==> src/rtl/core/tcw_pkg.sv <==
package tcw_pkg;

  // Field widths of the words on the ports
  localparam int ACTION_W = 2;
  localparam int CHAR_W   = 8;
  localparam int INDEX_W  = 11;
  localparam int COL_W    = 7;
  localparam int ROW_W    = 5;
  localparam int CELL_W   = 16;
  localparam int ATTR_W   = 8;

  // Character codes and reset attribute
  localparam logic [CHAR_W-1:0] NEWLINE_CODE   = 8'd10;
  localparam logic [CHAR_W-1:0] BACKSPACE_CODE = 8'd8;
  localparam logic [CHAR_W-1:0] BLANK_CHAR     = 8'h20;
  localparam logic [ATTR_W-1:0] RESET_ATTR     = 8'h07;

  // Depth of the queue between front and back
  localparam int QUEUE_DEPTH = 2;

  // Action codes of an input word
  localparam logic [ACTION_W-1:0] ACT_PUT   = 2'd0;
  localparam logic [ACTION_W-1:0] ACT_READ  = 2'd1;
  localparam logic [ACTION_W-1:0] ACT_CLEAR = 2'd2;

  typedef struct packed {
    logic [ACTION_W-1:0] action;
    logic [CHAR_W-1:0]   char_code;
    logic [INDEX_W-1:0]  cell_index;
  } in_word_t;

  typedef struct packed {
    logic [INDEX_W-1:0] cursor_index;
    logic [COL_W-1:0]   cursor_column;
    logic [ROW_W-1:0]   cursor_row;
    logic [CELL_W-1:0]  cell_value;
  } out_word_t;

  // Decoded operation handed from front to back
  typedef enum logic [2:0] {
    OP_PUTC,
    OP_NEWLINE,
    OP_BACKSPACE,
    OP_READ,
    OP_CLEAR,
    OP_NOP
  } cmd_op_t;

  typedef struct packed {
    cmd_op_t             op;
    logic [CHAR_W-1:0]   char_code;
    logic [INDEX_W-1:0]  cell_index;
  } dec_word_t;

  typedef enum logic [3:0] {
    BK_IDLE,
    BK_SPLIT,
    BK_PROW,
    BK_ADDR,
    BK_FILL,
    BK_WRITE,
    BK_RDREQ,
    BK_RDDATA,
    BK_REPORT
  } back_state_t;

endpackage

==> src/rtl/core/tcw_fifo.sv <==
module tcw_fifo (
  input  logic               clk,
  input  logic               rst,
  input  logic               push_valid,
  output logic               push_ready,
  input  tcw_pkg::dec_word_t push_word,
  output logic               pop_valid,
  input  logic               pop,
  output tcw_pkg::dec_word_t pop_word
);

  localparam int PW = $clog2(tcw_pkg::QUEUE_DEPTH);
  localparam int CNT_W = $clog2(tcw_pkg::QUEUE_DEPTH + 1);

  tcw_pkg::dec_word_t slots [tcw_pkg::QUEUE_DEPTH];
  logic [PW-1:0]    wr_ptr;
  logic [PW-1:0]    rd_ptr;
  logic [CNT_W-1:0] count;
  logic             do_push;
  logic             do_pop;

  assign push_ready = 32'(count) < tcw_pkg::QUEUE_DEPTH;
  assign pop_valid  = count != '0;
  assign pop_word   = slots[rd_ptr];
  assign do_push    = push_valid && push_ready;
  assign do_pop     = pop && pop_valid;

  // Advance pointers and occupancy
  always_ff @(posedge clk) begin
    if (rst) begin
      wr_ptr <= '0;
      rd_ptr <= '0;
      count  <= '0;
    end else begin
      if (do_push) begin
        wr_ptr <= (32'(wr_ptr) == tcw_pkg::QUEUE_DEPTH - 1) ? '0 : wr_ptr + 1'b1;
      end
      if (do_pop) begin
        rd_ptr <= (32'(rd_ptr) == tcw_pkg::QUEUE_DEPTH - 1) ? '0 : rd_ptr + 1'b1;
      end
      if (do_push && !do_pop) begin
        count <= count + 1'b1;
      end else if (do_pop && !do_push) begin
        count <= count - 1'b1;
      end
    end
  end

  always_ff @(posedge clk) begin
    if (do_push) begin
      slots[wr_ptr] <= push_word;
    end
  end

endmodule

==> config.mk <==
export PLATFORM = sky130hd
export DESIGN_NAME = tcw_fifo
export DESIGN_NICKNAME = d
export VERILOG_FILES = /design/src/rtl/core/tcw_pkg.sv /design/src/rtl/core/tcw_fifo.sv
export SDC_FILE = /design/constraint.sdc
export NUM_CORES = 1
export LEC_CHECK = 0
export ABC_AREA = 1
export CAP_MARGIN = 20
export CORE_MARGIN = 2
export CORE_UTILIZATION = 30
export DETAILED_ROUTE_END_ITERATION = 12
export DONT_BUFFER_PORTS = 1
export GPL_ROUTABILITY_DRIVEN = 0
export PLACE_DENSITY = 0.45
export SLEW_MARGIN = 20
export SYNTH_ARGS = -nofsm -noshare
export SYNTH_HDL_FRONTEND = slang
export SYNTH_SLANG_ARGS = --single-unit
==> constraint.sdc <==
create_clock -name clk -period 5 [get_ports clk]
set_input_delay 0.25 -clock clk [delete_from_list [all_inputs] [get_ports clk]]
set_output_delay 0.25 -clock clk [all_outputs]
set_load 0.1 [all_outputs]
After elaboration in Yosys (flattened, before gate mapping)
Memories as Yosys holds them, arrays and structs flattened. A register that Yosys moved wholly into a read port is not among the register bits.
Cells that the tools add are included.
{"block": "word_totals", "n_memories": 1, "inputBits": 26, "ram_bits": 44, "reg_bits": 4, "elab_cells": 25}
{"block": "classes", "order_cmp": 1, "n_mux": 8, "n_reduce_logical": 8, "add_sub_neg": 4}
{"name": "slots", "words": 2, "word_bits": 22, "rd": 1, "rd_clocked_by_memory_dff": 1, "wr": 1, "line_no": "tcw_fifo.sv:15", "text": "tcw_pkg::dec_word_t slots [tcw_pkg::QUEUE_DEPTH];"}
{"cell": "2-to-1 mux 1 bit", "count": 6}
{"cell": "logical AND 1 bit", "count": 4}
{"cell": "2-to-1 mux 2 bit", "count": 2}
{"cell": "nonzero test 2 bit", "count": 2}
{"cell": "adder 1 bit (second input constant)", "count": 2}
{"cell": "adder 2 x 1 -> 2 bit (second input constant)", "count": 1}
{"cell": "zero test 1 bit", "count": 2}
{"cell": "< comparator 2 bit (second input constant)", "count": 1}
{"cell": "subtractor 2 x 1 -> 2 bit (second input constant)", "count": 1}

Depth between registers and ports, before layout
Gate-level depths: netlist of run 1.
{"block": "logic_depth", "word_depth": 6, "depth_mapped": 10, "ltp_nobuf": 10}

Worst setup path before layout of run 1
No wires, ideal clock.
{"block": "synth_timing", "kind": "flip-flop to flip-flop", "startpoint": "reg count[1]", "endpoint": "reg count[1]", "required_time_ns": 4.936, "synth_period_minus_slack_ns": 2.640, "path_buffers": 0, "setup_slack_ns": 2.360, "t_arrival_ns": 2.576, "path_stages_with_launch": 10, "cell_sequence": "dfxtp_1 -> inv_1 -> nand2_1 -> nand2_1 -> ha_1 -> inv_1 -> nand3_1 -> nand2_1 -> inv_1 -> nor2_1"}
{"block": "synth_via", "elab_chain_len": 5, "word_cells_on_any_way": 13}
{"item": "start, declared", "line_no": "tcw_fifo.sv:18", "text": "logic [CNT_W-1:0] count;"}
{"item": "start signal, assigned", "line_no": "tcw_fifo.sv:42", "text": "count <= count + 1'b1;"}
{"item": "start signal, assigned", "line_no": "tcw_fifo.sv:44", "text": "count <= count - 1'b1;"}
{"item": "< comparator 2 bit (*)", "line_no": "tcw_fifo.sv:22", "text": "assign push_ready = 32'(count) < tcw_pkg::QUEUE_DEPTH;"}
{"item": "via push_ready", "line_no": "tcw_fifo.sv:5", "text": "output logic push_ready,"}
{"item": "logical AND 1 bit (*)", "line_no": "tcw_fifo.sv:25", "text": "assign do_push = push_valid && push_ready;"}
{"item": "zero test 1 bit", "line_no": "tcw_fifo.sv:43", "text": "end else if (do_pop && !do_push) begin"}
{"item": "logical AND 1 bit", "line_no": "tcw_fifo.sv:43"}
{"item": "nonzero test 2 bit (no source line)"}
The timed path passes the listed nets; every way through them passes the cells marked *. The select of a mux whose other input is x is not followed.
A chain may end at the register's enable or synchronous reset.

Final worst setup path of run 1
Same ends and word-level chain as after synthesis.

==> results.md, run 1 <==
- The run finished with clean final reports.
- The worst hold path belongs to the class in2reg.
- Setup violations remaining at the end of the flow were counted as 0.
- Gates resized during post-CTS repair numbered 0.
- Once detailed placement completed, the half-perimeter wirelength came to 1.96 mm.
- The yosys synthesis warning count is 0.
- The number of hold buffers added after CTS was 0.
- Pin placement for this block handled 50 I/O pins.
- The biggest fanout along the worst timing path is 4.
- The detailed-route wire length on metal 1 is 1.08 mm.
- The count of nets left with antenna violations once routing finished came out at 0.
- Yosys instantiated no cell more often than sky130_fd_sc_hd__edfxtp_1.
- The critical path data required time is 5.23 ns.
- The first global-routing pass estimated 4.31 mm of wire.
- The via count of the first global-routing pass was 887.
- Of the available clock period, the critical path in the final layout requires 57.5%.
- The final worst clock skew is 0.00406 ns.
- The overall overflow remaining after global route is 0.
- The fraction of layout cells with a size suffix above 1 is 28.7%.
- The layout has 571 filler cells.
- The transition time at the pin with the least slew margin is 1.01 ns.
- The clock transition at the registers of the reported paths is 0.08 ns.
- The area after detailed placement is 0.00191 sq mm.
- Summed over its instances, the top area cell type makes up 72.5% of the synthesized netlist area.
- After the flow finishes, the layout carries non-filler instances totaling 183.
- The number of failing hold endpoints at the final stage is 0.
- In the synthesized netlist the async set-or-reset flop fraction comes to 0%.
- For the finished layout, the period the worst path requires is 2.87 ns.
- The worst setup path is launched from a register.
- After synthesis, the cell types taking the most area are sky130_fd_sc_hd__edfxtp_1 (72%), sky130_fd_sc_hd__mux2_2 (14%), sky130_fd_sc_hd__dfxtp_1 (5.5%).
- The number of nets in the final layout is 136.
- Data arrives at the worst endpoint at 3.11 ns.
- The portion of the post-synthesis area used by sequential elements is 78.0%.
- The combined area of all synthesized cells is 0.00182 sq mm.
- The number of antenna diodes in the final layout is 0.
- The multi-input combinational cell area is 359 sq um.
- The startpoint-to-endpoint class of the critical path is reg2reg.
- After detailed routing, the average wire length per cell comes to 16.0 um.
- The routed wire length on met3 is 284 um.
- The number of maximum-capacitance constraint violations is 0.
- Detailed routing placed a total of 1.52 mm of wire on met2.
- The number of pins with negative max-slew slack in the final report is 0.
- The first TritonRoute pass finished after 4 iterations.
- The detailed router finished its first iteration with 39 violations.
- The number of vias per cell after detailed routing is 4.49.
- After floorplanning, the core was sized to cover 0.00589 sq mm.
- The maximum clock frequency is 348 MHz.
- The number of buffers added for setup after CTS is 0.
- The floorplan step defined a die boundary enclosing 0.00672 sq mm.
- The routed layout has 821 vias.
- After detailed routing, the number of remaining DRC violations is 0.
- In this run, CTS created clock tree buffers numbering 5.
- The element type at the critical path end is a register.
- Synthesis inferred 49 register bits.
- The setup TNS is 0 ns.
- The number of clock sinks is 49.
- From synthesis to final layout, the design area changed by 8.92%.
- The highest metal layer carrying signal wires in the routed design is met4.
- The width of the chip is 82.0 um.
- Sorting the synthesized cells by how often they occur yields sky130_fd_sc_hd__edfxtp_1 (44), sky130_fd_sc_hd__mux2_2 (22), sky130_fd_sc_hd__inv_1 (8), sky130_fd_sc_hd__nand2_1 (8), sky130_fd_sc_hd__nor2_1 (6).
- The post-synthesis cell type count is 13.
- The final-layout worst hold slack is 0.0291 ns.
- The starting density of the core is 31.0%.
- The post-synthesis cell type with the largest combined area is sky130_fd_sc_hd__edfxtp_1.
- The initialized floorplan defines 28 standard-cell rows.
- The max-slew headroom at the worst pin is 32.4%.
- The number of port buffers is 0.
- The number of buffers on the longest clock path is 2.
- The average cell area after synthesis is 17.7 sq um.
- The number of nets handed over by synthesis was 130.
- In this run the clock root is driven by a sky130_fd_sc_hd__clkbuf_8.
- The initial antenna violation count is 0.
- The total routing usage reported by global routing is 8.91%.
- Summing all flip-flop and latch instances after layout gives 0.00142 sq mm.
- The number of synthesized flops with an enable pin is 44.
- The clock reaches the later pin of the worst-skew pair after 0.29 ns.
- The dominant synthesized flop cell is sky130_fd_sc_hd__edfxtp_1.
- Entering global routing, the biggest net connects 23 pins.
- The clock tree from TritonCTS is done.
- The number of H-tree levels is 2.
- The sum of routed wire length over all layers is 2.92 mm.
- Setup repair after global routing left no endpoint under its margin.
- From bottom edge to top edge, the die measures 82.0 um.
- The number of placed instances, taps included, is 177.
- The number of instances in the synthesized netlist is 103.
- The final cell area excluding filler cells is 0.00199 sq mm.
-- logic make-up (layout without fill, tap and decap cells) --
kind of cell / count (synthesis) / in the layout / synth area share, %
fa+ha+maj: 1 / 1 / 0.686
buf+inv: 10 / 15 / 2.88
compound gates: 3 / 3 / 0.823
flops: 49 / 49 / 78.0
mux: 22 / 22 / 13.6
simple gates: 18 / 18 / 4.05
-- area by class of cell --
class	count	area share [%]
inverter	8	1.51
clock inverter	1	0.252
tap	75	4.73
sequential	49	71.6
timing repair buffer	1	0.378
clock buffer	5	3.47
multi-input combinational	44	18.1
-- critical path, cell delays in order (launching register included) --
cell and delay [ns]:
sky130_fd_sc_hd__dfxtp_1 0.33, sky130_fd_sc_hd__inv_1 0.66, sky130_fd_sc_hd__nand2_1 0.88, sky130_fd_sc_hd__nand2_1 0.25
sky130_fd_sc_hd__ha_1 0.29, sky130_fd_sc_hd__inv_1 0.10, sky130_fd_sc_hd__nand3_1 0.09, sky130_fd_sc_hd__nand2_1 0.07
sky130_fd_sc_hd__inv_1 0.06, sky130_fd_sc_hd__nor2_1 0.09
-- state kept, by name, summed over array words and instances (netlist names), named ones only --
name,cells
rd_ptr,1
slots,44
count,2
wr_ptr,1
-- stage by stage --
| step | util, % | setup WS, ns |
|---|---|---|
| 2_1_floorplan | - | 2.36 |
| 3_3_place_gp | 32.4 | 2.31 |
| 3_5_place_dp | 32.5 | 2.17 |
| 4_1_cts | 33.7 | 2.15 |
| 5_1_grt | 33.7 | 2.05 |
| 6_report | 33.7 | 2.13 |
-- routing by layer --
metal	GRT usage [%]	up-vias
li1	-	385
met1	9.04	396
met2	15.6	35
met3	4.18	5
met4	3.83	0
met5	0	-
-- worst paths after layout --
path,from,endpoint,slack (ns),cells after the start
setup / recovery,count[1],count[1],2.13,9
hold / removal,rst,wr_ptr,0.03,1
setup reg to reg,count[1],count[1],2.13,9
hold reg to reg,rd_ptr,rd_ptr,0.53,2
-- cells in the final DEF (no fill, tap or decap) --
| cell | synthesis | final |
|---|---|---|
| sky130_fd_sc_hd__nand3_1 | 2 | 2 |
| sky130_fd_sc_hd__dfxtp_1 | 5 | 5 |
| sky130_fd_sc_hd__a21oi_1 | 2 | 2 |
| sky130_fd_sc_hd__nor2_2 | 0 | 1 |
| sky130_fd_sc_hd__nand4_1 | 1 | 1 |
| sky130_fd_sc_hd__nor3_1 | 1 | 1 |
| sky130_fd_sc_hd__nor2_1 | 6 | 4 |
| sky130_fd_sc_hd__clkbuf_8 | 0 | 5 |
| sky130_fd_sc_hd__o21ai_0 | 1 | 1 |
| sky130_fd_sc_hd__edfxtp_1 | 44 | 44 |
| sky130_fd_sc_hd__clkinv_2 | 0 | 1 |
| sky130_fd_sc_hd__nand2_1 | 8 | 8 |
| sky130_fd_sc_hd__buf_4 | 0 | 1 |
| sky130_fd_sc_hd__nor2_4 | 0 | 1 |
| sky130_fd_sc_hd__inv_1 | 8 | 8 |
| sky130_fd_sc_hd__ha_1 | 1 | 1 |
| sky130_fd_sc_hd__mux2_2 | 22 | 22 |
Power of run 1 is not shown: default switching activity piles up to over one toggle a cycle in this logic, so the estimate is an artifact.
==> run 2: changes to the inputs <==
--- a/config.mk
+++ b/config.mk
@@ -5,7 +5,7 @@
 export SDC_FILE = /design/constraint.sdc
 export NUM_CORES = 1
 export LEC_CHECK = 0
-export ABC_AREA = 1
+export ABC_AREA = 0
 export CAP_MARGIN = 20
 export CORE_MARGIN = 2
 export CORE_UTILIZATION = 30
==> constraint.sdc (replaced) <==
create_clock -name clk -period 2.7 [get_ports clk]
set_input_delay 0.135 -clock clk [delete_from_list [all_inputs] [get_ports clk]]
set_output_delay 0.135 -clock clk [all_outputs]
set_load 0.1 [all_outputs]
==> results.md, run 2 <==
- The count of cells along the worst register-to-register path is 3 (-6).
- The starting density of the core is 30.6% (-0.33 points).
- Among all flip-flop cells after synthesis, the most frequent one is sky130_fd_sc_hd__edfxtp_1.
- In this run the critical register-to-register path is captured at slots[0][6].
- The total number of vias is 870 (+6.0%).
- The area used by sequential logic in the layout came to 0.00142 sq mm (unchanged).
- The buffering stage count on the worst path with inverters included was 1 (-2).
- The final period utilization is 72.9%.
- The post-cts repair resize count is 0 (unchanged).
- Counting flops per register, the top entry is slots.
- Relative to the synthesized area, the layout overhead comes to 23.6%.
- The number of nets in the final layout was 149 (+9.6%).
- The total routing usage reported by global routing is 9.50% (+0.59 points).
- The number of register bits inferred by synthesis is 49 (unchanged).
- In this run the most critical hold path is launched from pop.
- The sum of routed wire length over all layers is 3.03 mm (+3.5%).
- The max-slew headroom at the worst pin came to 45.5% (+13 points).
- The floorplan core area is 0.00585 sq mm (-0.60%).
- The flow ran to the end, and the final reports show no timing, DRC or antenna violations.
- The number of maximum-capacitance constraint violations was 0 (unchanged).
- The transition time at the pin with the least slew margin was 0.817 ns (-0.196 ns).
- The largest registers in the layout are slots (44), count (2).
- The tree is rooted in a sky130_fd_sc_hd__clkbuf_8.
- Walking the worst path, the cells encountered are buf_4, mux2_2.
- The floorplan row count is 28 (unchanged).
- The net count after synthesis is 118 (-9.2%).
- The number of buffers on the longest clock path is 2 (unchanged).
- The detailed-router iteration count before antenna repair is 4 (unchanged).
- The number of H-tree levels is 2 (unchanged).
- The area after detailed placement was 0.00190 sq mm (-0.52%).
- The number of hold buffers added after CTS was 23 (+23).
- The commonest cells after synthesis are sky130_fd_sc_hd__edfxtp_1 (44), sky130_fd_sc_hd__mux2_2 (22), sky130_fd_sc_hd__dfxtp_1 (5), sky130_fd_sc_hd__nor2_1 (4), sky130_fd_sc_hd__xor2_1 (3).
- The fraction of synthesized cell area taken by the top area cell type is 73.7% (+1.2 points).
- The number of buffers added for setup after CTS is 0 (unchanged).
- The overall overflow remaining after global route is 0 (unchanged).
- The clock latency on the worst-skew pair came to 0.29 ns (about the same).
- The setup TNS is 0 ns (unchanged).
- Setup repair after global routing left no endpoint under its margin.
- The biggest cell delay along the critical path came to 0.65 ns (-0.23 ns).
- The number of antenna cells inserted came to 0 (unchanged).
- The wire length per cell came to 15.3 um (-4.4%).
- The most common cell in the synthesized netlist is sky130_fd_sc_hd__edfxtp_1.
- The cell with the largest stage delay on the worst path is sky130_fd_sc_hd__dfxtp_1.
- The data arrival time at the worst-slack endpoint came to 1.83 ns (-1.28 ns).
- The multi-input combinational cell area was 360 sq um (+0.35%).
- The number of flip-flops in the largest register is 44 (unchanged).
- The average cell area after synthesis is 19.7 sq um (+11%).
- The die outline area is 0.00661 sq mm (-1.6%).
- The number of failing hold endpoints at the final stage is 0 (unchanged).
- The cell family contributing the most delay on the critical path is flip-flops.
- The type of the worst min-delay path is in2reg.
- The number of pins with negative max-slew slack in the final report came to 0 (unchanged).
- Leaving out fill and tap cells, the most frequent cell in the layout is sky130_fd_sc_hd__edfxtp_1.
- The critical path data required time is 2.57 ns (-2.66 ns).
- The register-to-register path setup slack came to 0.90 ns (-1.23 ns).
- The element type at the critical path end is a primary output.
- The final worst clock skew is 0.00304 ns (-0.00103 ns).
- The number of cells traversed by the worst hold path is 3 (+2).
- The initial antenna violation count is 0 (unchanged).
- The routing usage on met3 came to 4.00% (-0.18 points).
- The worst hold endpoint is rd_ptr.
- The worst setup path is of the reg2out kind.
- The number of vias per cell after detailed routing came to 4.39 (-2.1%).
- The post-synthesis cell type with the largest combined area is sky130_fd_sc_hd__edfxtp_1.
- The post-synthesis cell type count was 16 (+3).
- The number of clock sinks is 49 (unchanged).
- The number of port buffers is 0 (unchanged).
- STA classifies the critical path startpoint as a register.
- The fraction of layout cells with a size suffix above 1 is 26.8% (-1.9 points).
- The worst path in the final design needs a cycle of 1.97 ns, including I/O delays and setup.
- The maximum clock frequency is 508 MHz.
- The wire length of the first global-routing pass is 4.64 mm (+7.7%).
- The clock tree from TritonCTS is done.
- The clock transition at the registers of the reported paths is 0.08 ns (about the same).
- The portion of the post-synthesis area used by sequential elements is 79.3% (+1.3 points).
- The library cells used most frequently in the layout, excluding fill and tap cells, are sky130_fd_sc_hd__edfxtp_1 (44), sky130_fd_sc_hd__dlygate4sd3_1 (23), sky130_fd_sc_hd__mux2_2 (22).
- The met1 usage in global routing came to 10.1% (+1.1 points).
- The number of instances in the synthesized netlist is 91 (-12%).
- The biggest fanout along the worst timing path was 12 (+8).
- The share of async-settable or async-resettable flops after synthesis is 0% (unchanged).
- The total of endpoints with negative setup slack in the final report is 0 (unchanged).
- The largest net degree at the start of global routing is 23 (unchanged).
- The TritonCTS buffer count is 5 (unchanged).
- The via count of the first global-routing pass is 943 (+6.3%).
- The yosys synthesis warning count came to 0 (unchanged).
- The remaining design rule violation count is 0 (unchanged).
- The final cell area excluding filler cells is 0.00222 sq mm (+12%).
- The width of the chip is 81.3 um (-0.78%).
- The detailed placement HPWL is 2.03 mm (+3.3%).
- The number of fillers in the final layout was 548 (-4.0%).
- The number of routed nets with antenna violations is 0 (unchanged).
- The global-route met2 utilization is 16.4% (+0.78 points).
- Ranked by total cell area, the synthesized netlist is headed by sky130_fd_sc_hd__edfxtp_1 (74%), sky130_fd_sc_hd__mux2_2 (14%), sky130_fd_sc_hd__dfxtp_1 (5.6%).
- The startpoint identified for the worst register-to-register timing path is count[1].
- The combined area of all synthesized cells came to 0.00179 sq mm (-1.6%).
- The number of synthesized flops with an enable pin came to 44 (unchanged).
- The global routing stage identified its most utilized layer as met2.
- The die boundary height came to 81.3 um (-0.78%).
- The violation count after the first detailed-route iteration is 21 (-46%).
- The I/O pin count was 50 (unchanged).
## run 2: cell count changes after synthesis, sizes merged, moves of 2 or more
cell / change
nand2: -8
nor2: -2
inv: -7
xor2: +3
nand3: -2
## run 2: layer usage
metal	share of wire (%)	vias to the layer above
met4	0.69	0
li1	-	405
met5	0	-
met1	40	434
met2	52	29
met3	7.3	2
## run 2: how the worst max path moves through the flow
stage | start | slack (ns) | depth (start not counted) | endpoint
6_report | register | 0.73 | 2 | pop_word[12]
5_1_grt | register | 0.61 | 2 | pop_word[12]
4_1_cts | register | 0.67 | 2 | pop_word[12]
3_5_place_dp | count[1] | 0.85 | 3 | slots[0][19]
3_3_place_gp | count[1] | 0.93 | 3 | slots[0][19]
2_1_floorplan | count[1] | 0.69 | 2 | slots[0][0]
## run 2: logic make-up after synthesis
kind of cell | share of synthesized area [%]
AOI/OAI and AO/OA | 0.837
xor gates and xnor gates | 1.95
adders and majority gates | 0.698
buffers and inverters | 0.767
DFF | 79.3
muxes | 13.8
and+or+nand+nor | 2.65
## run 2: cell type report
class	count	area share [%]
Clock inverter	1	0.339
Multi-Input combinational cell	39	16.3
Sequential cell	49	64.1
Tap cell	75	4.23
Inverter	1	0.169
Clock buffer	7	3.44
Timing Repair Buffer	26	11.4
## run 2: worst register-to-register path, stage by stage (launching register included)
cell                      delay [ns]
sky130_fd_sc_hd__dfxtp_1        0.35
sky130_fd_sc_hd__and2b_1        0.27
sky130_fd_sc_hd__nor2b_2        0.57
sky130_fd_sc_hd__buf_4          0.32
## run 2: stage by stage
step	hold slack [ns]	worst slack (ns)	cells	utilization [%]
finish	0.163	0.731	198	37.9
CTS	0.158	0.672	198	37.9
floorplan	0.204	0.692	91	-
global route	0.164	0.612	198	37.9
detailed placement	0.210	0.848	167	32.5
global placement	0.206	0.931	167	32.5
Power of run 2 is left out for the same reason.
