==> config.mk <==
export PLATFORM = sky130hd
export DESIGN_NAME = tcw_front
export DESIGN_NICKNAME = d
export VERILOG_FILES = /design/src/rtl/core/tcw_pkg.sv /design/src/rtl/core/tcw_front.sv
export SDC_FILE = /design/constraint.sdc
export NUM_CORES = 1
export LEC_CHECK = 0
export ABC_AREA = 1
export BUFFER_PORTS_ARGS = -buffer_cell sky130_fd_sc_hd__buf_2
export CORE_MARGIN = 4
export CORE_UTILIZATION = 44
export CTS_CLUSTER_SIZE = 10
export DETAILED_ROUTE_END_ITERATION = 16
export PLACE_DENSITY = 0.86
export SLEW_MARGIN = 20
export SYNTH_ARGS = -nofsm -noshare
export SYNTH_HDL_FRONTEND = slang
export SYNTH_SLANG_ARGS = --single-unit
==> constraint.sdc <==
create_clock -name clk -period 3.9 [get_ports clk]
set_clock_uncertainty 0.05 [all_clocks]
set_input_delay 0.195 -clock clk [delete_from_list [all_inputs] [get_ports clk]]
set_output_delay 0.195 -clock clk [all_outputs]
set_load 0.01 [all_outputs]
==> src/rtl/core/tcw_pkg.sv <==
package tcw_pkg;

  // Field widths of the words on the ports
  localparam int ACTION_W = 2;
  localparam int CHAR_W   = 8;
  localparam int INDEX_W  = 11;
  localparam int COL_W    = 7;
  localparam int ROW_W    = 5;
  localparam int CELL_W   = 16;
  localparam int ATTR_W   = 8;

  // Character codes and reset attribute
  localparam logic [CHAR_W-1:0] NEWLINE_CODE   = 8'd10;
  localparam logic [CHAR_W-1:0] BACKSPACE_CODE = 8'd8;
  localparam logic [CHAR_W-1:0] BLANK_CHAR     = 8'h20;
  localparam logic [ATTR_W-1:0] RESET_ATTR     = 8'h07;

  // Depth of the queue between front and back
  localparam int QUEUE_DEPTH = 2;

  // Action codes of an input word
  localparam logic [ACTION_W-1:0] ACT_PUT   = 2'd0;
  localparam logic [ACTION_W-1:0] ACT_READ  = 2'd1;
  localparam logic [ACTION_W-1:0] ACT_CLEAR = 2'd2;

  typedef struct packed {
    logic [ACTION_W-1:0] action;
    logic [CHAR_W-1:0]   char_code;
    logic [INDEX_W-1:0]  cell_index;
  } in_word_t;

  typedef struct packed {
    logic [INDEX_W-1:0] cursor_index;
    logic [COL_W-1:0]   cursor_column;
    logic [ROW_W-1:0]   cursor_row;
    logic [CELL_W-1:0]  cell_value;
  } out_word_t;

  // Decoded operation handed from front to back
  typedef enum logic [2:0] {
    OP_PUTC,
    OP_NEWLINE,
    OP_BACKSPACE,
    OP_READ,
    OP_CLEAR,
    OP_NOP
  } cmd_op_t;

  typedef struct packed {
    cmd_op_t             op;
    logic [CHAR_W-1:0]   char_code;
    logic [INDEX_W-1:0]  cell_index;
  } dec_word_t;

  typedef enum logic [3:0] {
    BK_IDLE,
    BK_SPLIT,
    BK_PROW,
    BK_ADDR,
    BK_FILL,
    BK_WRITE,
    BK_RDREQ,
    BK_RDDATA,
    BK_REPORT
  } back_state_t;

endpackage

==> src/rtl/core/tcw_front.sv <==
module tcw_front #(
  parameter int COLUMNS = 80,
  parameter int ROWS    = 25
) (
  input  logic              clk,
  input  logic              rst,
  input  logic              cmd_valid,
  output logic              cmd_ready,
  input  tcw_pkg::in_word_t cmd,
  output logic              dec_valid,
  input  logic              dec_ready,
  output tcw_pkg::dec_word_t dec
);

  localparam int CELLS = COLUMNS * ROWS;

  tcw_pkg::dec_word_t dec_next;

  assign cmd_ready = !dec_valid || dec_ready;

  // Classify the incoming word
  always_comb begin
    dec_next.char_code  = cmd.char_code;
    dec_next.cell_index = cmd.cell_index;
    unique case (cmd.action)
      tcw_pkg::ACT_PUT: begin
        if (cmd.char_code == tcw_pkg::NEWLINE_CODE) begin
          dec_next.op = tcw_pkg::OP_NEWLINE;
        end else if (cmd.char_code == tcw_pkg::BACKSPACE_CODE) begin
          dec_next.op = tcw_pkg::OP_BACKSPACE;
        end else begin
          dec_next.op = tcw_pkg::OP_PUTC;
        end
      end
      tcw_pkg::ACT_READ: begin
        // out of range reads report zero and touch nothing
        dec_next.op = (32'(cmd.cell_index) < CELLS) ? tcw_pkg::OP_READ : tcw_pkg::OP_NOP;
      end
      tcw_pkg::ACT_CLEAR: dec_next.op = tcw_pkg::OP_CLEAR;
      default:            dec_next.op = tcw_pkg::OP_NOP;
    endcase
  end

  // Hold the decoded word until the queue takes it
  always_ff @(posedge clk) begin
    if (rst) begin
      dec_valid <= 1'b0;
    end else if (cmd_valid && cmd_ready) begin
      dec_valid <= 1'b1;
    end else if (dec_ready) begin
      dec_valid <= 1'b0;
    end
  end

  always_ff @(posedge clk) begin
    if (cmd_valid && cmd_ready) begin
      dec <= dec_next;
    end
  end

endmodule

### Yosys cells after proc, flatten, opt, wreduce, memory -nomap -nowiden

Cells that the tools add are included.

| operators by class | value |
|---|---|
| magnitude comparators | 1 |
| equality and inequality tests | 4 |
| mux-type cells | 6 |
| reduce and logical (&&, ||, !) cells | 5 |

Operator list:

| cell | count |
|---|---|
| $eq A8 B4 Y1 const B | 2 |
| $lt A11 B11 Y1 const B | 1 |
| $pmux W3 S3 | 1 |
| $mux W2 | 2 |
| $mux W3 | 1 |
| $eq A2 B1 Y1 const B | 1 |
| $eq A2 B2 Y1 const B | 1 |
| $logic_not A2 Y1 | 1 |
| $mux W1 | 2 |
| $reduce_bool A2 Y1 | 1 |
| $logic_and A1 B1 Y1 | 1 |
| $logic_not A1 Y1 | 1 |
| $logic_or A1 B1 Y1 | 1 |

| word-level totals | value |
|---|---|
| register bits | 23 |

### Depth between registers and ports, before layout

Gate-level depths: netlist of run 1.

| logic depth | value |
|---|---|
| depth in word-level cells | 4 |
| depth in mapped cells | 5 |
| mapped depth without buffers | 5 |

### Least setup slack after synthesis of run 1

Ideal clock, no wire load.

| path | value |
|---|---|
| kind | register to register |
| start point | register dec_valid |
| end point | register dec[0] (netlist bit) (enable) |
| setup time | 0.408 ns |
| arrival time | 1.481 ns |
| required time | 3.442 ns |
| path slack | 1.961 ns |
| cell stages (with the launch flop) | 2 |
| clock period less this slack | 1.939 ns |
| cells stage by stage | dfxtp_1 a21oi_1 |

| between the ends | value |
|---|---|
| cells in the longest elaborated chain, start to end | 3 |

Ends and longest elaborated chain:

| element | line | RTL |
|---|---|---|
| start, declared | tcw_front.sv:10 | `output logic dec_valid,` |
| start signal, assigned | tcw_front.sv:47 | `dec_valid <= 1'b0;` |
| start signal, assigned | tcw_front.sv:49 | `dec_valid <= 1'b1;` |
| start signal, assigned | tcw_front.sv:51 | `dec_valid <= 1'b0;` |
| $logic_not A1 Y1 | tcw_front.sv:19 | `assign cmd_ready = !dec_valid \|\| dec_ready;` |
| $logic_or A1 B1 Y1 | tcw_front.sv:19 |  |
| $logic_and A1 B1 Y1 | tcw_front.sv:56 | `if (cmd_valid && cmd_ready) begin` |
| end signal, assigned | tcw_front.sv:57 | `dec <= dec_next;` |
| end, declared | tcw_front.sv:12 | `output tcw_pkg::dec_word_t dec` |

Every way passes these cells.
A chain may end at the register's enable or synchronous reset.

### Final worst setup path of run 1

| path | value |
|---|---|
| start point | register dec_valid |
| end point | register dec[13] (netlist bit) (enable) |

Same word-level chain as after synthesis.

==> impl_results.md, run 1 <==
- Status: finished, final reports clean
- Largest cells by area after synthesis: edfxtp_1, nand2_1, nor2_1
- R2R Path Start: dec_valid
- Worst R2R Setup Slack: 2.57 ns
- Vias post-DR: a little over 600
- Largest net degree at the start of global routing: 23
- Sequential share of power: 64.6%
- CTS H-Tree Depth: 1
- Critical Path RT: 3.80 ns
- Violation count after the first detailed-route iteration: 3
- Worst setup path end: dec[13]
- Ys flop type: edfxtp_1
- Setup CP Type: reg2reg
- Synthesized flop and latch total: 23
- # nets final: 138
- Leak: 0.5375 nW
- Achievable clock frequency: 0.7505 GHz
- Area of the core: 1745 um^2
- Setup TNS: 0 ns
- Mapped cell area: around 810 um^2
- Sink Count: 23
- Root Buffer: clkbuf_4
- RSZ-0062 raised after global routing: false
- Port bufs: 48
- Min cycle time layout: 1.332 ns
- Switching part of the total: around 22%
- Post-cts gate resize count: 0
- Synthesis-to-finish area growth: 44.31%
- Fin. Hold Viols: 0
- Post-synth top area share: 81.23%
- Final ANT Viol Nets: 0
- Count leader, synth: edfxtp_1
- Final setup violation count: 0
- Final-report max-slew violation count: 0
- CP cell instances: a21oi_4
- CP Launch Point: dec_valid
- First-pass GRT wire length: between 2000 and 2500 um
- 1st-pass router iterations: 3
- FFs w/ async S/R, synth: 0%
- DIE HEIGHT: 50.99 um
- CP Depth: 1
- Clock tree buffer depth: 2
- Initial antenna violation count: 0
- Total GRT Usage: 12.76%
- Routed Wire Length: 1608 um
- Max FO, Critical Path: 22
- Gr ovfl total: 0
- Setup crit start kind: register
- Post-synth EDFFs: 22
- Non-filler cells, final: between 100 and 150
- DP Area: 1089 um^2
- Max incr delay on CP: 0.56 ns
- Worst-margin pin slew: 0.6637 ns
- TritonCTS Buffers: 3
- Die ar.: 2600 um^2
- Crit path max-delay family: compound AO/OA/AOI/OAI gates
- Drc violations: 0
- Worst hold path type: in2reg
- Max Cap Viol: 0
- CP Data Arrival Time: about 1.2 ns
- Post-Syn Nets: 80
- Clock Power Share: a little under a quarter
- Commonest cells in the netlist: edfxtp_1, nand2_1, nor2_1, inv_1, nand3_1
- Slowest stage cell, crit path: a21oi_4
- N_diodes: 0
- Layout cell share with drive strength beyond 1: 47.32%
- Syn avg cell area: 14.79 um^2
- P per Cell Area: ~380 nW/um^2
- Top-Level Pins: 49
- Number of global-route vias before repair: 575
- Comb power frac: 11.9%
- Synth unique cells: 9
- Cells after Synth: 55
- Yosys Warn Count: 0
- Drt wl/cell: 11.74 um
- Hold path start: cmd[0]
- Clk pin slew, worst setup/hold paths: around 0.12 ns
- Switching pwr: roughly 100 uW
- VDD IR-drop max: 193.5 uV
- Inst Count DP: 128
- Internal power: about 350 uW
- Rows: 15
- Skew-Pair Late Insertion Delay: 0.30 ns
- Worst-case reg-to-reg path depth: 1
- CP Capture Type: register
- WP buf/inv: 0
- CTS tree: built
- R2R Path End: dec[13]
- Sequential share of the synthesized area: 83.69%
- RD Place Congestion: 0.6365
- Initial core utilization: 46.59%
- Post-DR vias/cell: around 4.4
- Crit share post-route: 34.16%
- Slew headroom: a little under three fifths
- Final cell area excluding filler cells: about 1200 um^2
- Synth area leader: edfxtp_1
- Power, Total: between 400 and 500 uW
- Die width: 50.99 um
- DP HPWL: between 1000 and 1500 um
==> flip-flops by register name, summed over array words and instances, names as in the netlist <==
signal and flops:
dec_valid 1, dec 22
==> worst min-delay path by stage <==
stage / slack, ns / to / cells past startpoint
floorplan: 0.21 / dec_valid / 1
global placement: 0.30 / dec_valid / 2
detailed placement: 0.31 / dec_valid / 2
CTS: 0.0007 / dec[3] / 1
global route: 0.003 / dec[2] / 1
finish: 0.01 / dec[0] / 1
==> stage by stage <==
stage               util [%]  setup WS, ns  hold slack, ns
global placement       62.37         2.285          0.2985
detailed placement     62.37         2.202          0.3066
floorplan                  -         1.961          0.2141
CTS                    65.09         2.237       0.0006831
global route           67.24         2.484        0.003367
finish                 67.24         2.568         0.01008
==> cell type report <==
type,instances,area (um^2)
timing repair buffer,53,290.3
tap,25,31.28
fill,128,571.8
multi-input combinational,25,117.6
inverter,7,26.28
clock buffer,3,22.52
clock inverter,1,5.005
sequential,23,680.7
==> placed cells by master (no fill, tap or decap) <==
cell	synthesis	layout
dfxtp_1	1	1
buf_2	0	48
dlygate4sd3_1	0	5
and2_1	1	1
a21oi_1	2	1
clkbuf_4	0	3
o21a_1	1	1
nand3_1	3	3
clkinv_2	0	1
nand2_1	10	10
nor2_1	8	8
inv_1	7	7
edfxtp_1	22	22
a21oi_4	0	1
==> cells by family after synthesis <==
kind of cell	share of synthesized area, %
flops	83.69
simple gates	10.92
buf+inv	3.231
compound gates	2.154
==> timing repair <==
action	in CTS	in global routing
hold endpoints to repair	2	3
setup buffers	0	0
endpoints found under the setup margin	0	0
hold buffers	2	3
==> layer usage <==
layer	track usage, %	vias to the layer above	wire, um
li1	-	299	-
met5	0	-	0
met1	14.31	268	656
met3	3.499	4	163
met2	20.60	34	746
met4	9.417	0	42
==> power groups by stage <==
stage	clock network (mW)	registers [mW]	logic (mW)
after floorplan	0	0.305	0.0113
after global placement	0	0.297	0.0483
after detailed placement	0	0.297	0.0498
after CTS	0.110	0.291	0.0515
after global routing	0.120	0.293	0.0593
final	0.106	0.291	0.0538
(Power assumes the default switching activity.)
==> run 2: changes to the inputs <==
--- a/config.mk
+++ b/config.mk
@@ -8,10 +8,10 @@
 export ABC_AREA = 1
 export BUFFER_PORTS_ARGS = -buffer_cell sky130_fd_sc_hd__buf_2
 export CORE_MARGIN = 4
-export CORE_UTILIZATION = 44
+export CORE_UTILIZATION = 41
 export CTS_CLUSTER_SIZE = 10
 export DETAILED_ROUTE_END_ITERATION = 16
-export PLACE_DENSITY = 0.86
+export PLACE_DENSITY = 0.82
 export SLEW_MARGIN = 20
 export SYNTH_ARGS = -nofsm -noshare
 export SYNTH_HDL_FRONTEND = slang
==> constraint.sdc (replaced) <==
create_clock -name clk -period 1.3 [get_ports clk]
set_clock_uncertainty 0.05 [all_clocks]
set_input_delay 0.065 -clock clk [delete_from_list [all_inputs] [get_ports clk]]
set_output_delay 0.065 -clock clk [all_outputs]
set_load 0.01 [all_outputs]
==> impl_results.md, run 2 (synthesis gave the netlist of run 1 again) <==
- WP buf/inv: 2 (was 0)
- Postcts setup bufs: 0 (unchanged)
- Critical Path RT: 1.32 ns (was 3.80 ns)
- Setup TNS: 0 ns (unchanged)
- VDD IR-drop max: 581.1 uV (was 193.5 uV)
- Worst hold path type: in2reg (unchanged)
- Port bufs: 48 (unchanged)
- CP cell instances: dlygate4sd3_1 > buf_2 > nand2_1 > nor2_1 > nand2_1 > nand2_1 > nand2_1 (was a21oi_4)
- Most common cell after layout, fill and taps aside: buf_2 (unchanged)
- CTS tree: built (unchanged)
- Sequential share of power: 62.3% (was 64.6%)
- Drc violations: 0 (unchanged)
- Routed Wire Length: 1928 um (was 1608 um)
- Most used cell, CP: nand2_1
- RSZ-0062 raised after global routing: false (unchanged)
- Comb power frac: 15.0% (was 11.9%)
- Clock Power Share: 22.7% (was 23.4%)
- Final-report max-slew violation count: 0 (unchanged)
- Min cycle time layout: 1.064 ns
- Slowest stage cell, crit path: dlygate4sd3_1 (was a21oi_4)
- Crit path max-delay family: buffers and inverters (was compound AO/OA/AOI/OAI gates)
- Number of global-route vias before repair: 680 (was 575)
- Max incr delay on CP: 0.53 ns (was 0.56 ns)
- Switching part of the total: 21.84% (was 22.21%)
- Achievable clock frequency: 0.9402 GHz
- Final ANT Viol Nets: 0 (unchanged)
- Clk pin slew, worst setup/hold paths: 0.11 ns (was 0.12 ns)
- Total GRT Usage: 15.15% (was 12.76%)
- RD Place Congestion: 0.5958 (was 0.6365)
- Largest registers: dec (22), dec_valid (1) (unchanged)
- Leak: 0.6108 nW (was 0.5375 nW)
- Max FO, Critical Path: 2 (was 22)
- Core Util, Final: 75.07% (was 67.24%)
- Die ar.: 2760 um^2 (was 2600 um^2)
- # nets final: 155 (was 138)
- Initial antenna violation count: 0 (unchanged)
- Area of the core: 1802 um^2 (was 1745 um^2)
- Top-Level Pins: 49 (unchanged)
- Die width: 52.54 um (was 50.99 um)
- Drt wl/cell: 12.52 um (was 11.74 um)
- Skew-Pair Late Insertion Delay: 0.30 ns (about the same)
- Post-DR vias/cell: 4.377 (was 4.416)
- Final setup violation count: 0 (unchanged)
- TritonCTS Buffers: 3 (unchanged)
- Post-cts gate resize count: 0 (unchanged)
- Fillcell total: 133 (was 128)
- Switching pwr: 305.8 uW (was 100.1 uW)
- Layout cell share with drive strength beyond 1: 41.09% (was 47.32%)
- Vias post-DR: 674 (was 605)
- Worst-margin pin slew: 0.1572 ns (was 0.6637 ns)
- Rows: 15 (unchanged)
- Multi-input gate area: 117.6 um^2 (unchanged)
- Violation count after the first detailed-route iteration: 14 (was 3)
- Internal power: 1.095 mW (was 350.5 uW)
- Largest net degree at the start of global routing: 23 (unchanged)
- Fin. Hold Viols: 0 (unchanged)
- Most frequent cells in the layout: buf_2, edfxtp_1, dlygate4sd3_1 (was buf_2, edfxtp_1, nand2_1)
- Biggest register: dec (unchanged)
- Sink Count: 23 (unchanged)
- P per Cell Area: 1035 nW/um^2 (was 383.9 nW/um^2)
- Max Cap Viol: 0 (unchanged)
- N_diodes: 0 (unchanged)
- CP Data Arrival Time: 1.09 ns (was 1.23 ns)
- CP Capture Type: register (unchanged)
- Root Buffer: clkbuf_4 (unchanged)
- DP HPWL: 1235 um (was 1202 um)
- Crit share post-route: 81.82%
- Setup CP Type: in2reg (was reg2reg)
- Gr ovfl total: 0 (unchanged)
- Initial core utilization: 45.14% (was 46.59%)
- Power, Total: 1.400 mW (was 450.5 uW)
- CTS H-Tree Depth: 1 (unchanged)
- FF+latch area: 680.7 um^2 (unchanged)
- Slew headroom: 89.48% (was 55.65%)
- DIE HEIGHT: 52.54 um (was 50.99 um)
- Max FFs per register: 22 (unchanged)
- Status: finished, final reports clean (unchanged)
- 1st-pass router iterations: 4 (was 3)
- Setup crit start kind: input port (was register)
- Clock tree buffer depth: 2 (unchanged)
- Synthesis-to-finish area growth: 66.31% (was 44.31%)
- First-pass GRT wire length: 2842 um (was 2387 um)
[run 2: cell types whose count changed in the layout (fill, tap and decap cells not counted), sizes merged]
cell	before	now
dlygate4sd3	5	21
buf	48	49
clkbuf	3	4
clkinv	1	0
[run 2: worst min-delay path, delay by kind of cell]
family | cells | cell delay, ns
buffers and inverters | 2 | 0.14
AO/OA/AOI/OAI | 1 | 0.06
AND/OR/NAND/NOR | 1 | 0.07
[run 2: power by group through the flow]
stage	clock network (mW)	logic (mW)	registers [mW]
after global routing	0.356	0.230	0.877
final	0.318	0.210	0.873
after global placement	0	0.156	0.889
after CTS	0.331	0.211	0.873
after floorplan	0	0.0372	0.916
after detailed placement	0	0.162	0.890
[run 2: repair_timing]
item | CTS | global route
endpoints found under the hold margin | 21 | 0
endpoints found under the setup margin | 0 | 0
hold buffers | 21 | 0
[run 2: final cells by class]
cell class | instances | area share (%)
Sequential cell | 23 | 50.32
Timing Repair Buffer | 70 | 34.78
Multi-Input combinational cell | 25 | 8.696
Tap cell | 25 | 2.313
Clock buffer | 4 | 1.943
Inverter | 7 | 1.943
[run 2: path summary, 6_finish.rpt]
check / from / end / slack, ns / depth (start not counted)
worst max-delay path: cmd[7] / dec[20] / 0.24 / 7
worst min-delay path: dec_ready / dec_valid / 0.02 / 4
worst max register to register: dec_valid / dec[16] / 0.25 / 2
worst min register to register: dec_valid / dec_valid / 0.50 / 2
[run 2: through the flow]
stage	hold slack, ns	cells	setup slack [ns]	instance area, um^2
after floorplan	0.08407	55	0.05161	824.5
after global placement	0.1693	129	0.2819	1116
after detailed placement	0.1798	129	0.2550	1116
after CTS	0.009356	154	0.2228	1353
after global routing	0.03648	154	0.1802	1353
final	0.02028	154	0.2364	1353
[run 2: metal layers]
layer | vias to the layer above | global-route usage (%) | wire, um
li1 | 335 | - | -
met1 | 303 | 14.31 | 645
met2 | 34 | 28.51 | 1075
met3 | 2 | 2.279 | 169
met4 | 0 | 11.49 | 38
met5 | - | 0 | 0
==> run 3: changes to the inputs <==
--- a/config.mk
+++ b/config.mk
@@ -8,10 +8,10 @@
 export ABC_AREA = 1
 export BUFFER_PORTS_ARGS = -buffer_cell sky130_fd_sc_hd__buf_2
 export CORE_MARGIN = 4
-export CORE_UTILIZATION = 41
+export CORE_UTILIZATION = 37
 export CTS_CLUSTER_SIZE = 10
 export DETAILED_ROUTE_END_ITERATION = 16
-export PLACE_DENSITY = 0.82
+export PLACE_DENSITY = 0.78
 export SLEW_MARGIN = 20
 export SYNTH_ARGS = -nofsm -noshare
 export SYNTH_HDL_FRONTEND = slang
==> constraint.sdc (replaced) <==
create_clock -name clk -period 0.9 [get_ports clk]
set_clock_uncertainty 0.05 [all_clocks]
set_input_delay 0.045 -clock clk [delete_from_list [all_inputs] [get_ports clk]]
set_output_delay 0.045 -clock clk [all_outputs]
set_load 0.01 [all_outputs]
==> impl_results.md, run 3 (synthesis gave the netlist of run 1 again) <==
- Status: finished, violations left (was finished, final reports clean)
- Violated checks: negative setup slack
- Setup TNS: -3.909 ns (was 0 ns)
- DIE HEIGHT: 54.89 um (was 52.54 um)
- Critical Path RT: 0.81 ns (was 1.32 ns)
- Violation count after the first detailed-route iteration: 15 (was 14)
- Rows: 16 (was 15)
- WHS Path Cells: 4 (unchanged)
- Gr ovfl total: 0 (unchanged)
- N_diodes: 0 (unchanged)
- 1st-pass router iterations: 4 (unchanged)
- Crit share post-route: 118.3%
- CP Data Arrival Time: 0.97 ns (was 1.09 ns)
- RSZ-0062 raised after global routing: true (was false)
- Total GRT Usage: 16.95% (was 15.15%)
- Synthesis-to-finish area growth: 75.08% (was 66.31%)
- Max FO, Critical Path: 2 (unchanged)
- Final worst slack: -0.1646 ns (was 0.2364 ns)
- Drc violations: 0 (unchanged)
- CTS H-Tree Depth: 1 (unchanged)
- Worst hold path type: in2reg (unchanged)
- Die width: 54.89 um (was 52.54 um)
- # nets final: 160 (was 155)
- Worst R2R Setup Slack: -0.13 ns (was 0.25 ns)
- Most frequent cells in the layout: buf_2, dlygate4sd3_1, edfxtp_1 (was buf_2, edfxtp_1, dlygate4sd3_1)
- Vias post-DR: 737 (was 674)
- Clk pin slew, worst setup/hold paths: 0.12 ns (was 0.11 ns)
- Leak: 0.6470 nW (was 0.6108 nW)
- P per Cell Area: 1455 nW/um^2 (was 1035 nW/um^2)
- Layout cell share with drive strength beyond 1: 45.52% (was 41.09%)
- Non-filler cells, final: 161 (was 154)
- Inst Count DP: 132 (was 129)
- Comb power frac: 16.7% (was 15.0%)
- Worst Hold End: dec[20] (was dec_valid)
- Initial core utilization: 40.22% (was 45.14%)
- Max incr delay on CP: 0.38 ns (was 0.53 ns)
- Fin. Hold Viols: 0 (unchanged)
- Largest registers: dec (22), dec_valid (1) (unchanged)
- Number of global-route vias before repair: 742 (was 680)
- Worst-case reg-to-reg path depth: 2 (unchanged)
- Setup crit start kind: register (was input port)
- Sink Count: 23 (unchanged)
- Worst-margin pin slew: 0.2052 ns (was 0.1572 ns)
- Final-report max-slew violation count: 0 (unchanged)
- Drt wl/cell: 14.79 um (was 12.52 um)
- Most common cell after layout, fill and taps aside: buf_2 (unchanged)
- Routed Wire Length: 2381 um (was 1928 um)
- Slowest stage cell, crit path: dfxtp_2 (was dlygate4sd3_1)
- Biggest register: dec (unchanged)
- Internal power: 1.596 mW (was 1.095 mW)
- Sequential share of power: 61.0% (was 62.3%)
- Hold path start: cmd[19] (was dec_ready)
- Achievable clock frequency: 0.9393 GHz
- Final setup violation count: 47 (was 0)
- Final ANT Viol Nets: 0 (unchanged)
- CP Capture Type: primary output (was register)
- Switching pwr: 475.6 uW (was 305.8 uW)
- CTS tree: built (unchanged)
- Slew headroom: 86.27% (was 89.48%)
- First-pass GRT wire length: 3339 um (was 2842 um)
- Largest net degree at the start of global routing: 23 (unchanged)
- Max Cap Viol: 0 (unchanged)
- R2R Path End: dec[13] (was dec[16])
- Setup CP Type: reg2out (was in2reg)
- Area of the core: 2022 um^2 (was 1802 um^2)
- Switching part of the total: 22.96% (was 21.84%)
- TritonCTS Buffers: 3 (unchanged)
- CP cell instances: buf_6 > nand2_4 > buf_6 (was dlygate4sd3_1 > buf_2 > nand2_1 > nor2_1 > nand2_1 > nand2_1 > nand2_1)
- R2R Path Start: dec_valid (unchanged)
- Top-Level Pins: 49 (unchanged)
- Clock Power Share: 22.3% (was 22.7%)
- Skew-Pair Late Insertion Delay: 0.31 ns (was 0.30 ns)
- Die ar.: 3012 um^2 (was 2760 um^2)
- Post-DR vias/cell: 4.578 (was 4.377)
- VDD IR-drop max: 718.4 uV (was 581.1 uV)
- Max FFs per register: 22 (unchanged)
- RD Place Congestion: 0.7103 (was 0.5958)
- Most used cell, CP: buf_6 (was nand2_1)
- Initial antenna violation count: 0 (unchanged)
- Root Buffer: clkbuf_4 (unchanged)
- DP HPWL: 1333 um (was 1235 um)
- Clock tree buffer depth: 2 (unchanged)
- Port bufs: 48 (unchanged)
- Min cycle time layout: 1.065 ns
[run 3: worst max-delay path, delay by kind of cell, from the launching register on]
family / cells / cell delay [ns]
buffers and inverters: 2 / 0.23
flip-flops: 1 / 0.38
AND/OR/NAND/NOR: 1 / 0.05
[run 3: worst max-delay path by stage]
stage / startpoint / endpoint / slack [ns] / cells after the start
2_1_floorplan: dec_valid / dec[0] / -0.30 / 1
3_3_place_gp: dec_valid / dec[4] / -0.08 / 2
3_5_place_dp: dec_valid / dec[13] / -0.09 / 2
4_1_cts: dec_valid / cmd_ready / -0.15 / 3
5_1_grt: dec_valid / cmd_ready / -0.22 / 3
6_report: dec_valid / cmd_ready / -0.16 / 3
[run 3: final cells by class]
type / count / area (um^2)
clock inverters: 1 / 5.005
repair buffers: 75 / 523.0
flip-flops and latches: 23 / 681.9
fillers: 114 / 598.1
clock buffers: 3 / 22.52
well taps: 27 / 33.78
multi-input cells: 25 / 131.4
inverters: 7 / 26.28
[run 3: per-stage QoR]
step                      instance area (um^2)  total power [mW]  setup WS (ns)  hold WS (ns)  util, %
after global routing                      1424             2.179        -0.2230        0.1012    70.42
after detailed placement                  1127             1.525       -0.08922        0.1595    55.75
final                                     1424             2.072        -0.1646       0.09276    70.42
after global placement                    1127             1.515       -0.07686        0.1425    55.75
after floorplan                          825.8             1.377        -0.3034       0.05665        -
after CTS                                 1410             2.042        -0.1491       0.08460    69.74
[run 3: power by group through the flow]
stage | Sequential, mW | Combinational [mW] | Clock (mW)
after global routing | 1.27 | 0.375 | 0.535
final | 1.26 | 0.345 | 0.463
after global placement | 1.28 | 0.232 | 0
after CTS | 1.26 | 0.327 | 0.454
after detailed placement | 1.29 | 0.239 | 0
after floorplan | 1.32 | 0.0538 | 0
[run 3: metal layers]
metal | part of all wire [%] | GRT usage (%)
met3 | 11 | 3.542
met5 | 0 | 0
met4 | 3.9 | 12.45
met2 | 49 | 31.50
met1 | 35 | 15.94
[run 3: what timing repair did]
| action | CTS | global route |
|---|---|---|
| hold buffers | 23 | 0 |
| gates resized for setup | 4 | 2 |
| endpoints found under the hold margin | 22 | 0 |
| buffers inserted | 1 | 1 |
| setup endpoints to repair | 46 | 48 |
